### src/sv/timed_event_queue_macros.svh
// Assertion macros for the timed event queue.
// The plain form is disabled while reset is asserted; the _NR form is checked
// at every clock edge, including those inside reset.
`ifndef TIMED_EVENT_QUEUE_MACROS_SVH
`define TIMED_EVENT_QUEUE_MACROS_SVH

`ifndef SYNTHESIS

`define TEQ_ASSERT(label, clk, rst_n, prop) \
    label: assert property (@(posedge clk) disable iff (!(rst_n)) (prop)) \
        else $error("timed event queue assertion failed");

`define TEQ_ASSERT_NR(label, clk, prop) \
    label: assert property (@(posedge clk) (prop)) \
        else $error("timed event queue assertion failed");

`else

`define TEQ_ASSERT(label, clk, rst_n, prop)

`define TEQ_ASSERT_NR(label, clk, prop)

`endif

`endif

### src/sv/teq_pkg.sv
`timescale 1ns / 1ps

package teq_pkg;

    localparam int QUEUE_DEPTH = 16;
    localparam int MAX_RESULTS = 16;

    localparam int IDX_W = (QUEUE_DEPTH > 1) ? $clog2(QUEUE_DEPTH) : 1;
    localparam int CNT_W = $clog2(QUEUE_DEPTH + 1);
    localparam int RES_W = $clog2(MAX_RESULTS + 1);

    // APB address: byte address 4*i, register index in the upper bits.
    localparam int PADDR_W = 3;
    localparam logic [PADDR_W-3:0] REG_MAX_COMMAND = '0;
    localparam logic [7:0] MAX_COMMAND_RST = 8'd8;

    localparam logic REQ_INSERT = 1'b0;
    localparam logic REQ_POLL   = 1'b1;

    localparam logic [2:0] ST_INSERTED = 3'd0;
    localparam logic [2:0] ST_FULL     = 3'd1;
    localparam logic [2:0] ST_DUE      = 3'd2;
    localparam logic [2:0] ST_BAD      = 3'd3;
    localparam logic [2:0] ST_NONE     = 3'd4;

    typedef struct packed {
        logic               req_type;
        logic [31:0]        event_time;
        logic [31:0]        now_time;
        logic [15:0]        owner_id;
        logic [7:0]         command;
        logic signed [15:0] arg_a;
        logic signed [15:0] arg_b;
        logic signed [15:0] arg_c;
        logic signed [15:0] arg_d;
        logic signed [15:0] arg_e;
    } t_in_word;

    typedef struct packed {
        logic [2:0]         status;
        logic [31:0]        out_time;
        logic [15:0]        out_owner;
        logic [7:0]         out_command;
        logic signed [15:0] out_arg_a;
        logic signed [15:0] out_arg_b;
        logic signed [15:0] out_arg_c;
        logic signed [15:0] out_arg_d;
        logic signed [15:0] out_arg_e;
        logic               last_result;
    } t_out_word;

    // One stored event; arg_a sits in bits 15:0 of ent_args, arg_d in 63:48.
    typedef struct packed {
        logic [31:0] ent_time;
        logic [15:0] ent_owner;
        logic [7:0]  ent_command;
        logic [63:0] ent_args;
        logic [15:0] ent_arg_last;
    } t_entry;

    typedef enum logic [2:0] {
        S_IDLE,
        S_INS_CMP,
        S_INS_WR,
        S_POP,
        S_LAST
    } t_state;

endpackage

### src/sv/timed_event_queue.sv
`timescale 1ns / 1ps

// Channel  Signals                              Direction  Word
// input    i_in_valid, o_in_stall, i_in_word   in         insert or poll request
// output   o_out_valid, i_out_stall, o_out_word out       status / emitted event
// config   psel, penable, pwrite, paddr, ...    in         max_command at address 0
//
// An insert scans from the back and moves each stored event with a later time
// back one slot, one per cycle; a full queue is only reported. A poll emits due
// events from the front; with nothing due or an empty queue it reports none.
// One request is worked on at a time; o_in_stall is low only when idle.
// Reset clears the count, the head pointer and the control state; the event
// memory itself is not cleared. Output stalls hold the machine in place.

`include "timed_event_queue_macros.svh"

module timed_event_queue (
    input  logic                              i_clk,
    input  logic                              i_rst_n,
    input  logic                              i_in_valid,
    output logic                              o_in_stall,
    input  teq_pkg::t_in_word                 i_in_word,
    output logic                              o_out_valid,
    input  logic                              i_out_stall,
    output teq_pkg::t_out_word                o_out_word,
    input  logic                              psel,
    input  logic                              penable,
    input  logic                              pwrite,
    input  logic [teq_pkg::PADDR_W-1:0]       paddr,
    input  logic [31:0]                       pwdata,
    output logic [31:0]                       prdata,
    output logic                              pready
);

    localparam int IDX_W = teq_pkg::IDX_W;
    localparam int CNT_W = teq_pkg::CNT_W;
    localparam int RES_W = teq_pkg::RES_W;
    localparam int SUM_W = CNT_W + 1;

    // Event memory, a circular buffer whose front sits at r_head.
    teq_pkg::t_entry    mem [teq_pkg::QUEUE_DEPTH];
    teq_pkg::t_entry    r_rd;

    teq_pkg::t_state    r_state;
    teq_pkg::t_state    n_state;
    logic [CNT_W-1:0]   r_count;
    logic [IDX_W-1:0]   r_head;
    logic [CNT_W-1:0]   r_pos;
    logic [RES_W-1:0]   r_n;
    logic               r_have_pend;
    teq_pkg::t_in_word  r_req;
    teq_pkg::t_out_word r_pend;
    logic [7:0]         r_max_command;
    logic               r_out_valid;
    teq_pkg::t_out_word r_out_word;

    logic               acc;
    logic               out_free;
    logic               rd_later;
    logic               rd_due;
    logic               rd_bad;
    logic               step_ok;
    logic               run_end;
    logic               mem_re;
    logic [CNT_W-1:0]   rd_log;
    logic               mem_we;
    logic [CNT_W-1:0]   wr_log;
    teq_pkg::t_entry    mem_wdata;
    logic               emit;
    teq_pkg::t_out_word emit_word;
    logic               cfg_wr;

    function automatic logic [IDX_W-1:0] f_phys(input logic [IDX_W-1:0] head,
                                                input logic [CNT_W-1:0] offs);
        logic [SUM_W-1:0] sum;
        sum = SUM_W'(head) + SUM_W'(offs);
        if (sum >= SUM_W'(teq_pkg::QUEUE_DEPTH)) begin
            sum = sum - SUM_W'(teq_pkg::QUEUE_DEPTH);
        end
        return sum[IDX_W-1:0];
    endfunction

    function automatic teq_pkg::t_entry f_entry(input teq_pkg::t_in_word req);
        teq_pkg::t_entry e;
        e.ent_time     = req.event_time;
        e.ent_owner    = req.owner_id;
        e.ent_command  = req.command;
        e.ent_args     = {req.arg_d, req.arg_c, req.arg_b, req.arg_a};
        e.ent_arg_last = req.arg_e;
        return e;
    endfunction

    function automatic teq_pkg::t_out_word f_event(input teq_pkg::t_entry e,
                                                   input logic [2:0] status);
        teq_pkg::t_out_word w;
        w.status      = status;
        w.out_time    = e.ent_time;
        w.out_owner   = e.ent_owner;
        w.out_command = e.ent_command;
        w.out_arg_a   = e.ent_args[15:0];
        w.out_arg_b   = e.ent_args[31:16];
        w.out_arg_c   = e.ent_args[47:32];
        w.out_arg_d   = e.ent_args[63:48];
        w.out_arg_e   = e.ent_arg_last;
        w.last_result = 1'b0;
        return w;
    endfunction

    function automatic teq_pkg::t_out_word f_status(input logic [2:0] status);
        teq_pkg::t_out_word w;
        w        = '0;
        w.status = status;
        return w;
    endfunction

    assign acc      = i_in_valid && (r_state == teq_pkg::S_IDLE);
    assign out_free = !r_out_valid || !i_out_stall;
    assign rd_later = r_rd.ent_time > r_req.event_time;
    assign rd_due   = r_rd.ent_time <= r_req.now_time;
    assign rd_bad   = r_rd.ent_command > r_max_command;
    assign step_ok  = !r_have_pend || out_free;
    // The event being popped closes the run.
    assign run_end  = rd_bad || (r_n + RES_W'(1) == RES_W'(teq_pkg::MAX_RESULTS))
                      || (r_count == CNT_W'(1));

    assign o_in_stall  = (r_state != teq_pkg::S_IDLE);
    assign o_out_valid = r_out_valid;
    assign o_out_word  = r_out_word;

    // Next state.
    always_comb begin
        n_state = r_state;
        unique case (r_state)
            teq_pkg::S_IDLE: begin
                if (acc) begin
                    if (i_in_word.req_type == teq_pkg::REQ_INSERT) begin
                        if (r_count == CNT_W'(teq_pkg::QUEUE_DEPTH)) begin
                            n_state = teq_pkg::S_LAST;
                        end else if (r_count == '0) begin
                            n_state = teq_pkg::S_INS_WR;
                        end else begin
                            n_state = teq_pkg::S_INS_CMP;
                        end
                    end else if (r_count == '0) begin
                        n_state = teq_pkg::S_LAST;
                    end else begin
                        n_state = teq_pkg::S_POP;
                    end
                end
            end
            teq_pkg::S_INS_CMP: begin
                if (!rd_later) begin
                    n_state = teq_pkg::S_LAST;
                end else if (r_pos > CNT_W'(1)) begin
                    n_state = teq_pkg::S_INS_CMP;
                end else begin
                    n_state = teq_pkg::S_INS_WR;
                end
            end
            teq_pkg::S_INS_WR: begin
                n_state = teq_pkg::S_LAST;
            end
            teq_pkg::S_POP: begin
                if (rd_due) begin
                    if (step_ok && run_end) begin
                        n_state = teq_pkg::S_LAST;
                    end
                end else if (!r_have_pend) begin
                    n_state = teq_pkg::S_LAST;
                end else if (out_free) begin
                    n_state = teq_pkg::S_IDLE;
                end
            end
            teq_pkg::S_LAST: begin
                if (out_free) begin
                    n_state = teq_pkg::S_IDLE;
                end
            end
            default: n_state = teq_pkg::S_IDLE;
        endcase
    end

    // Memory access and emission.
    always_comb begin
        mem_re    = 1'b0;
        rd_log    = '0;
        mem_we    = 1'b0;
        wr_log    = r_pos;
        mem_wdata = f_entry(r_req);
        emit      = 1'b0;
        emit_word = r_pend;
        unique case (r_state)
            teq_pkg::S_IDLE: begin
                if (acc && r_count != '0) begin
                    if (i_in_word.req_type == teq_pkg::REQ_POLL) begin
                        mem_re = 1'b1;
                    end else if (r_count != CNT_W'(teq_pkg::QUEUE_DEPTH)) begin
                        // Scan from the back: start with the last stored event.
                        mem_re = 1'b1;
                        rd_log = r_count - CNT_W'(1);
                    end
                end
            end
            teq_pkg::S_INS_CMP: begin
                mem_we = 1'b1;
                if (rd_later) begin
                    mem_wdata = r_rd;
                    if (r_pos > CNT_W'(1)) begin
                        mem_re = 1'b1;
                        rd_log = r_pos - CNT_W'(2);
                    end
                end
            end
            teq_pkg::S_INS_WR: begin
                mem_we = 1'b1;
            end
            teq_pkg::S_POP: begin
                if (rd_due) begin
                    emit = r_have_pend && out_free;
                    if (step_ok && !run_end) begin
                        mem_re = 1'b1;
                        rd_log = CNT_W'(1);
                    end
                end else begin
                    emit                  = r_have_pend && out_free;
                    emit_word.last_result = 1'b1;
                end
            end
            teq_pkg::S_LAST: begin
                emit                  = out_free;
                emit_word.last_result = 1'b1;
            end
            default: begin
                emit = 1'b0;
            end
        endcase
    end

    always_ff @(posedge i_clk) begin
        if (mem_we) begin
            mem[f_phys(r_head, wr_log)] <= mem_wdata;
        end
        if (mem_re) begin
            r_rd <= mem[f_phys(r_head, rd_log)];
        end
    end

    // Control state.
    always_ff @(posedge i_clk) begin
        if (!i_rst_n) begin
            r_state     <= teq_pkg::S_IDLE;
            r_count     <= '0;
            r_head      <= '0;
            r_have_pend <= 1'b0;
            r_out_valid <= 1'b0;
        end else begin
            r_state <= n_state;
            if (emit) begin
                r_out_valid <= 1'b1;
            end else if (!i_out_stall) begin
                r_out_valid <= 1'b0;
            end
            unique case (r_state)
                teq_pkg::S_IDLE: begin
                    r_have_pend <= 1'b0;
                end
                teq_pkg::S_INS_CMP: begin
                    if (!rd_later) begin
                        r_count <= r_count + CNT_W'(1);
                    end
                end
                teq_pkg::S_INS_WR: begin
                    r_count <= r_count + CNT_W'(1);
                end
                teq_pkg::S_POP: begin
                    if (rd_due && step_ok) begin
                        r_have_pend <= 1'b1;
                        r_head      <= f_phys(r_head, CNT_W'(1));
                        r_count     <= r_count - CNT_W'(1);
                    end
                end
                teq_pkg::S_LAST: begin
                    r_have_pend <= 1'b0;
                end
                default: begin
                    r_have_pend <= 1'b0;
                end
            endcase
        end
    end

    // Request and result payload.
    always_ff @(posedge i_clk) begin
        if (emit) begin
            r_out_word <= emit_word;
        end
        unique case (r_state)
            teq_pkg::S_IDLE: begin
                if (acc) begin
                    r_req <= i_in_word;
                    r_n   <= '0;
                    r_pos <= r_count;
                    if (i_in_word.req_type == teq_pkg::REQ_INSERT) begin
                        r_pend <= f_status(teq_pkg::ST_FULL);
                    end else begin
                        r_pend <= f_status(teq_pkg::ST_NONE);
                    end
                end
            end
            teq_pkg::S_INS_CMP: begin
                if (rd_later) begin
                    r_pos <= r_pos - CNT_W'(1);
                end else begin
                    r_pend <= f_status(teq_pkg::ST_INSERTED);
                end
            end
            teq_pkg::S_INS_WR: begin
                r_pend <= f_status(teq_pkg::ST_INSERTED);
            end
            teq_pkg::S_POP: begin
                if (rd_due) begin
                    if (step_ok) begin
                        r_pend <= f_event(r_rd, rd_bad ? teq_pkg::ST_BAD : teq_pkg::ST_DUE);
                        r_n    <= r_n + RES_W'(1);
                    end
                end else if (!r_have_pend) begin
                    r_pend <= f_status(teq_pkg::ST_NONE);
                end
            end
            teq_pkg::S_LAST: begin
                r_n <= r_n;
            end
            default: begin
                r_n <= r_n;
            end
        endcase
    end

    // Configuration port.
    assign cfg_wr = psel && penable && pwrite;
    assign pready = 1'b1;

    always_ff @(posedge i_clk) begin
        if (!i_rst_n) begin
            r_max_command <= teq_pkg::MAX_COMMAND_RST;
        end else if (cfg_wr && paddr[teq_pkg::PADDR_W-1:2] == teq_pkg::REG_MAX_COMMAND) begin
            r_max_command <= pwdata[7:0];
        end
    end

    always_comb begin
        prdata = '0;
        if (paddr[teq_pkg::PADDR_W-1:2] == teq_pkg::REG_MAX_COMMAND) begin
            prdata = {24'd0, r_max_command};
        end
    end

    `TEQ_ASSERT(a_count_bound, i_clk, i_rst_n, r_count <= CNT_W'(teq_pkg::QUEUE_DEPTH))
    `TEQ_ASSERT(a_pop_nonempty, i_clk, i_rst_n, (r_state == teq_pkg::S_POP) |-> (r_count != '0))
    `TEQ_ASSERT(a_idle_no_write, i_clk, i_rst_n, (r_state == teq_pkg::S_IDLE) |-> !mem_we)
    `TEQ_ASSERT_NR(a_reset_idle, i_clk, !i_rst_n |=> (r_state == teq_pkg::S_IDLE && !r_out_valid))

endmodule
### config.mk
export PLATFORM = sky130hd
export DESIGN_NAME = timed_event_queue
export DESIGN_NICKNAME = d
export VERILOG_FILES = /design/src/sv/teq_pkg.sv /design/src/sv/timed_event_queue.sv
export VERILOG_INCLUDE_DIRS = /design/src /design/src/sv
export SDC_FILE = /design/constraint.sdc
export NUM_CORES = 2
export LEC_CHECK = 0
export BUFFER_PORTS_ARGS = -buffer_cell sky130_fd_sc_hd__buf_2
export CORE_MARGIN = 1.5
export CORE_UTILIZATION = 47
export CTS_CLUSTER_SIZE = 8
export DETAILED_ROUTE_END_ITERATION = 6
export HOLD_SLACK_MARGIN = 0.03
export SKIP_CTS_REPAIR_TIMING = 1
export SYNTH_ARGS = -nofsm -noshare
export SYNTH_HDL_FRONTEND = slang
export SYNTH_SLANG_ARGS = --single-unit
### constraint.sdc
create_clock -name i_clk -period 16.59 [get_ports i_clk]
set_input_delay 3.318 -clock i_clk [delete_from_list [all_inputs] [get_ports i_clk]]
set_output_delay 3.318 -clock i_clk [all_outputs]
set_load 0.05 [all_outputs]
After elaboration in Yosys (flattened, before gate mapping) --
Memories as Yosys holds them, arrays and structs flattened. A register that Yosys moved wholly into a read port is not among the register bits. Cells that the tools add are included.
Storage, ports and cells: flip-flop bits (word level) 480, bits in writable memories 2176, bits of input ports 211, output and inout bits 175, memories kept 1
Cells by class: add/sub/neg operators 11, order comparisons 7, eq/ne operators 18, multiplexer cells 64, bitwise logic cells 2, reduce and logical (&&, ||, !) cells 34
Memory list:
- mem | words 16, bits a word 136, read ports 1, clocked after memory_dff 1, write ports 1, line timed_event_queue.sv:41 | teq_pkg::t_entry mem [teq_pkg::QUEUE_DEPTH];
Operators by type and width (number):
- 2-to-1 mux 140 bit | 6
- one-hot mux 140 bit (4 select lines) | 1
- 2-to-1 mux 136 bit | 2
- 2-to-1 mux 5 bit | 12
- > comparator 32 bit | 1
- less-or-equal comparator 32 bit | 1
- one-hot mux 5 bit (3 select lines) | 2
- 2-to-1 mux 3 bit | 9
- 2-to-1 mux 4 bit | 5
- one-hot mux 5 bit (2 select lines) | 2
- 2-to-1 mux 1 bit | 17
- one-hot mux 3 bit (5 select lines) | 1
- adder 4 x 5 -> 6 bit | 2
- greater-or-equal comparator 6 x 5 -> 1 bit (second input constant) | 2
- inequality test 2 bit (second input constant) | 6
- subtractor 4 x 1 -> 4 bit (second input constant) | 3
- adder 5 x 1 -> 5 bit (second input constant) | 2
- equality test 5 bit (second input constant) | 2
- subtractor 5 x 1 -> 5 bit (second input constant) | 2
- logical AND 1 bit | 9
- inequality test 3 bit (second input constant) | 3
- > comparator 8 bit | 1
- 2-to-1 mux 8 bit | 1
- AND reduction 2 bit | 4
- other kinds (26) | 40

Depth between registers and ports, before layout --
depth after elaboration 13, gate-level depth with buffers 20, mapped depth without buffers 17

Least setup slack after synthesis --
No wires, ideal clock.
kind input -> register, from input i_in_valid, to register r_pend, in the netlist emit_word[100] (enable), library setup time 0.720 ns, arrival 10.477 ns, data required time 15.870 ns, path slack 5.392 ns, stages on the path 4, buffers on the path 0, cell sequence nor3_1 > nor2_1 > nand2_1 > a31oi_1
Between the ends: cells in the longest elaborated chain, start to end 3
Ends and longest elaborated chain:
- start, declared | line timed_event_queue.sv:20 | input logic i_in_valid,
- logical AND 1 bit | line timed_event_queue.sv:116 | assign acc = i_in_valid && (r_state == teq_pkg::S_IDLE);
- inequality test 2 bit (no line)
- AND reduction 5 bit (no line)
- end signal, assigned | line timed_event_queue.sv:304 | r_pend <= f_status(teq_pkg::ST_FULL);
- end signal, assigned | line timed_event_queue.sv:306 | r_pend <= f_status(teq_pkg::ST_NONE);
- end signal, assigned | line timed_event_queue.sv:314 | r_pend <= f_status(teq_pkg::ST_INSERTED);
- end, declared | line timed_event_queue.sv:52 | teq_pkg::t_out_word r_pend;
Every way passes these cells. A chain may end at the register's enable or synchronous reset.

Final worst setup path --
from register r_rd[133] (netlist name), to register r_rd[41] (netlist name)
Between the ends: cells in the longest elaborated chain, start to end 7, elaborated cells on any way between the ends 13, those cells by class add/sub: 2; order compare: 3; mux: 8
Ends and longest elaborated chain:
- less-or-equal comparator 32 bit or > comparator 32 bit (tied branches) | line timed_event_queue.sv:119, timed_event_queue.sv:118
- 2-to-1 mux 1 bit or 2-to-1 mux 5 bit (tied branches) | line timed_event_queue.sv:218, timed_event_queue.sv:206
- one-hot mux 5 bit (3 select lines) | line timed_event_queue.sv:192 | unique case (r_state)
- adder 4 x 5 -> 6 bit | line timed_event_queue.sv:76 | sum = SUM_W'(head) + SUM_W'(offs);
- greater-or-equal comparator 6 x 5 -> 1 bit or subtractor 4 x 1 -> 4 bit (tied branches) | line timed_event_queue.sv:77, timed_event_queue.sv:78
- 2-to-1 mux 4 bit | line timed_event_queue.sv:77 | if (sum >= SUM_W'(teq_pkg::QUEUE_DEPTH)) begin
- 2-to-1 mux 4 bit | line timed_event_queue.sv:243 | if (mem_re) begin
Several ways; a longest one is shown, not always the timed one. The select of a mux whose other input is x is not followed.

==> summary.md <==
| Metric | Value |
|---|---|
| Worst slew pin tran | approximately 1200 ps |
| Share of the synthesized area in the top cell type | approximately four fifths |
| Yosys warnings | 0 |
| CTS tree | built |
| DIE HEIGHT | roughly 480 µm |
| Die Footprint | ~230000 µm² |
| Count of input and output buffers | between 300 and 400 |
| Crit path DAT | 8760 ps |
| First-pass GRT wire length | roughly 350000 µm |
| CP cell instances | ha_1 -> nand4_1 -> nor4_1 -> nand2_1 -> o31a_1 -> nor2_1 -> nand2_1 -> inv_6 -> nand2_1 -> o221ai_1 -> ha_4 -> fa_4 -> buf_4 -> buf_12 -> mux4_2 -> mux2i_1 -> mux2i_1 |
| Synthesized area | 107000 µm² |
| H-tree Lvls | 5 |
| Nets | between 5000 and 6000 |
| Syn Area/Cell | approximately 22 µm² |
| WP buf/inv | 3 |
| Met1 wire length | 109000 µm |
| DR iter-0 viols | 4180 |
| Clk slew on worst S/H paths | about 50 ps |
| Proportion of synthesized area in mux cells | between 10% and 20% |
| Metal3 WL | between 15000 and 20000 µm |
| Peak supply drop | around 0.11 mV |
| CP Launch Type | flip-flop |
| Status | finished clean |
| DR DRC count | 0 |
| Final setup TNS | 0 ps |
| Drt wl/cell | 28.8 µm |
| Fraction of synthesized cell area in xor and xnor cells | less than 1% |
| DP HPWL | between 100000 and 150000 µm |
| Final wirelength | between 200000 and 250000 µm |
| DR vias | between 40000 and 50000 |
| DR top layer | met5 |
| Final min period | ~8200 ps |
| Setup-failing EPs final | 0 |
| Die X | ~480 µm |
| First-pass detailed-route iteration total | 5 |
| Adder-cell share of the synthesized area | roughly 1.1% |
| Crit-path max FO | between 100 and 150 |
| Synth Area in Compound Gates | less than 1% |
| Final Hold Viols | 0 |
| Vias in the first global route | 51600 |
| Clk_lat worst skew | approximately 970 ps |
| Final slew viol count | 0 |
| Leakage power | between 30 and 40 nW |
| Max stage delay on crit path | about 850 ps |
| Post-Syn Instances | around 4700 |
| Slew headroom | about 19% |
| Critical Path RT | ~17000 ps |
| Worst path most repeated cell | nand2_1 |
| Post-Synth Simple-Gate Area | between 1.5 and 2% |
| TritonCTS Buffers | 399 |
| CTS root buffer | clkbuf_16 |
| Post-synth EDFFs | around 2800 |
| Num Clock Sinks | ~2800 |
| Deepest clock path buffer count | 4 |
| Synth area leaders | edfxtp_1 (78%), mux4_2 (11%), mux2i_1 (3.9%), mux2_2 (1.4%), ha_1 (1.0%) |
| Largest net degree at the start of global routing | 140 |
| Placed cell area | around 110000 µm² |
| Core footprint | about 230000 µm² |
| Share of cells above drive strength 1 | 28.5% |
| DR vias/cell | 5.86 |
| Clock share of power | between 30% and 40% |
| Post-synth top flop | edfxtp_1 |
| Critical path capture point type | flip-flop |
| Starting Density | between 40% and 50% |
| Global placer's final weighted congestion | just under 0.8 |
| Synth area leader | edfxtp_1 |
| Sw Ratio | between 20% and 30% |
| Met2 wire length | around 110000 µm |
| Initial antenna violation count | 17 |
| Antenna-violating nets left | 0 |
| #FFs+latches synth | approximately 2800 |
| Gr ovfl total | 0 |
| Final Instance Area | around 120000 µm² |
| Sw Pwr | approximately 5.5 mW |
| Power Density | ~170 nW/µm² |
| Ys async rst share | 0% |
| Area grow syn2layout | 15.1% |
| RSZ-0062 raised after global routing | false |
| # rows | between 150 and 200 |
| Int Power | 14.8 mW |
| Crit Path Category | flip-flop to flip-flop |
| Achievable clock frequency | 122 MHz |
| Part of the power in registers | between 40% and 50% |
| Critical path's slowest cell | buf_4 |
| GRT Util Overall | about a fifth |
| Delay-heaviest family, CP | simple AND/OR/NAND/NOR gates |
| IO Pins | approximately 390 |
| Yosys cell types | 58 |
| Worst min-delay path class | flip-flop to flip-flop |
| Pwr Total | 20.3 mW |
| Clk_skew | between 70 and 80 ps |
| Maxcap violations | 0 |
| Combinational power share | about 18% |
| Largest family of logic cells by synthesized area | multiplexers |
| Post-route clock period utilization | between 40% and 50% |
| Sequential share of the synthesized area | around four fifths |
layout make-up:
class	count	area, µm²
timing repair buffer	428	2490
clock inverter	9	168
fill	17100	102000
inverter	82	320
sequential	2791	83600
antenna	3	7.51
multi-input combinational	1666	22000
clock buffer	451	10300
tap	2992	3740
per-layer routing:
| metal | vias to the layer above | track usage [%] |
|---|---|---|
| met5 | - | 0 |
| met4 | 12 | 5.47 |
| met1 | 26600 | 31.3 |
| met2 | 1715 | 32.7 |
| li1 | 20700 | - |
| met3 | 379 | 3.91 |
registers in the layout (all words and copies together), names as in the netlist:
signal and cells:
emit_word 139, mem 2176, o_out_valid 1, o_out_word 140, r_count 5, r_have_pend 1
r_head 4, r_max_command 8, r_n 5, r_pos 5, r_rd 136, r_req 168
r_state 3
power by group through the flow:
| stage | combinational, mW | clock [mW] | sequential, mW |
|---|---|---|---|
| finish | 3.65 | 7.03 | 9.64 |
| detailed placement | 3.72 | 0 | 9.75 |
| global route | 3.97 | 7.45 | 9.70 |
| floorplan | 2.23 | 0 | 10.1 |
| global placement | 3.65 | 0 | 9.75 |
| CTS | 3.73 | 7.18 | 9.64 |
synth_stat cells (all sizes together), types with 5 or more instances:
cell type     n
clkbuf      152
or3           5
mux2i       410
a21oi        58
inv          81
buf          80
o211ai        5
a21o          6
nor3         12
o22ai         6
nand3        15
nand4        16
o21ai        19
xor2         10
nor2b         5
xnor2        14
nand2        51
edfxtp     2769
and2        139
nor2         52
mux2        134
mux4        544
dfxtp        22
ha           88
final timing paths:
check | cells past startpoint | end | from | slack (ps)
setup / recovery | 17 | r_rd[41] | r_rd[133] | 8410
hold / removal | 0 | o_out_word[57] | emit_word[57] | 390
setup reg to reg | 17 | r_rd[41] | r_rd[133] | 8410
hold reg to reg | 0 | o_out_word[57] | emit_word[57] | 390
per-stage QoR:
stage	std cells	setup WS (ps)	utilization, %	hold slack (ps)
2_1_floorplan	4771	5390	-	400
3_3_place_gp	7959	7780	49.8	401
3_5_place_dp	7959	7780	49.8	405
4_1_cts	8419	8140	54.5	386
5_1_grt	8420	7790	54.5	402
6_report	8422	8410	54.5	392
placed cells by master (no fill, tap or decap), types with 3 or more instances in the layout:
master,n
diode_2,3
a211oi_1,3
buf_2,334
mux4_2,544
nand2_1,51
mux2_2,134
o22ai_1,6
or3_1,5
clkbuf_16,406
nand2b_1,3
clkbuf_1,45
o211ai_1,5
buf_4,85
dfxtp_1,22
inv_1,79
mux2i_1,410
and2_1,139
a21o_1,6
nor4_1,4
nor2_1,36
o21a_1,4
and3_1,3
xor2_1,9
o21ai_0,19
buf_12,9
nand3_1,15
a31oi_1,3
nor3_1,12
nand4_1,16
nor2b_1,5
xnor2_1,13
ha_1,87
a21oi_1,57
edfxtp_1,2769
inv_6,3
conb_1,25
nor2_4,16
kinds of logic (layout without fill, tap and decap cells):
family          count (synthesis)  in the layout
compound gates                124            124
simple gates                  315            315
flops                        2791           2791
other cells                     2             28
buf+inv                       314            970
mux                          1088           1088
fa+ha+maj                      90             90
xor+xnor                       24             24
Note: power is estimated with default switching activity, not from simulation.
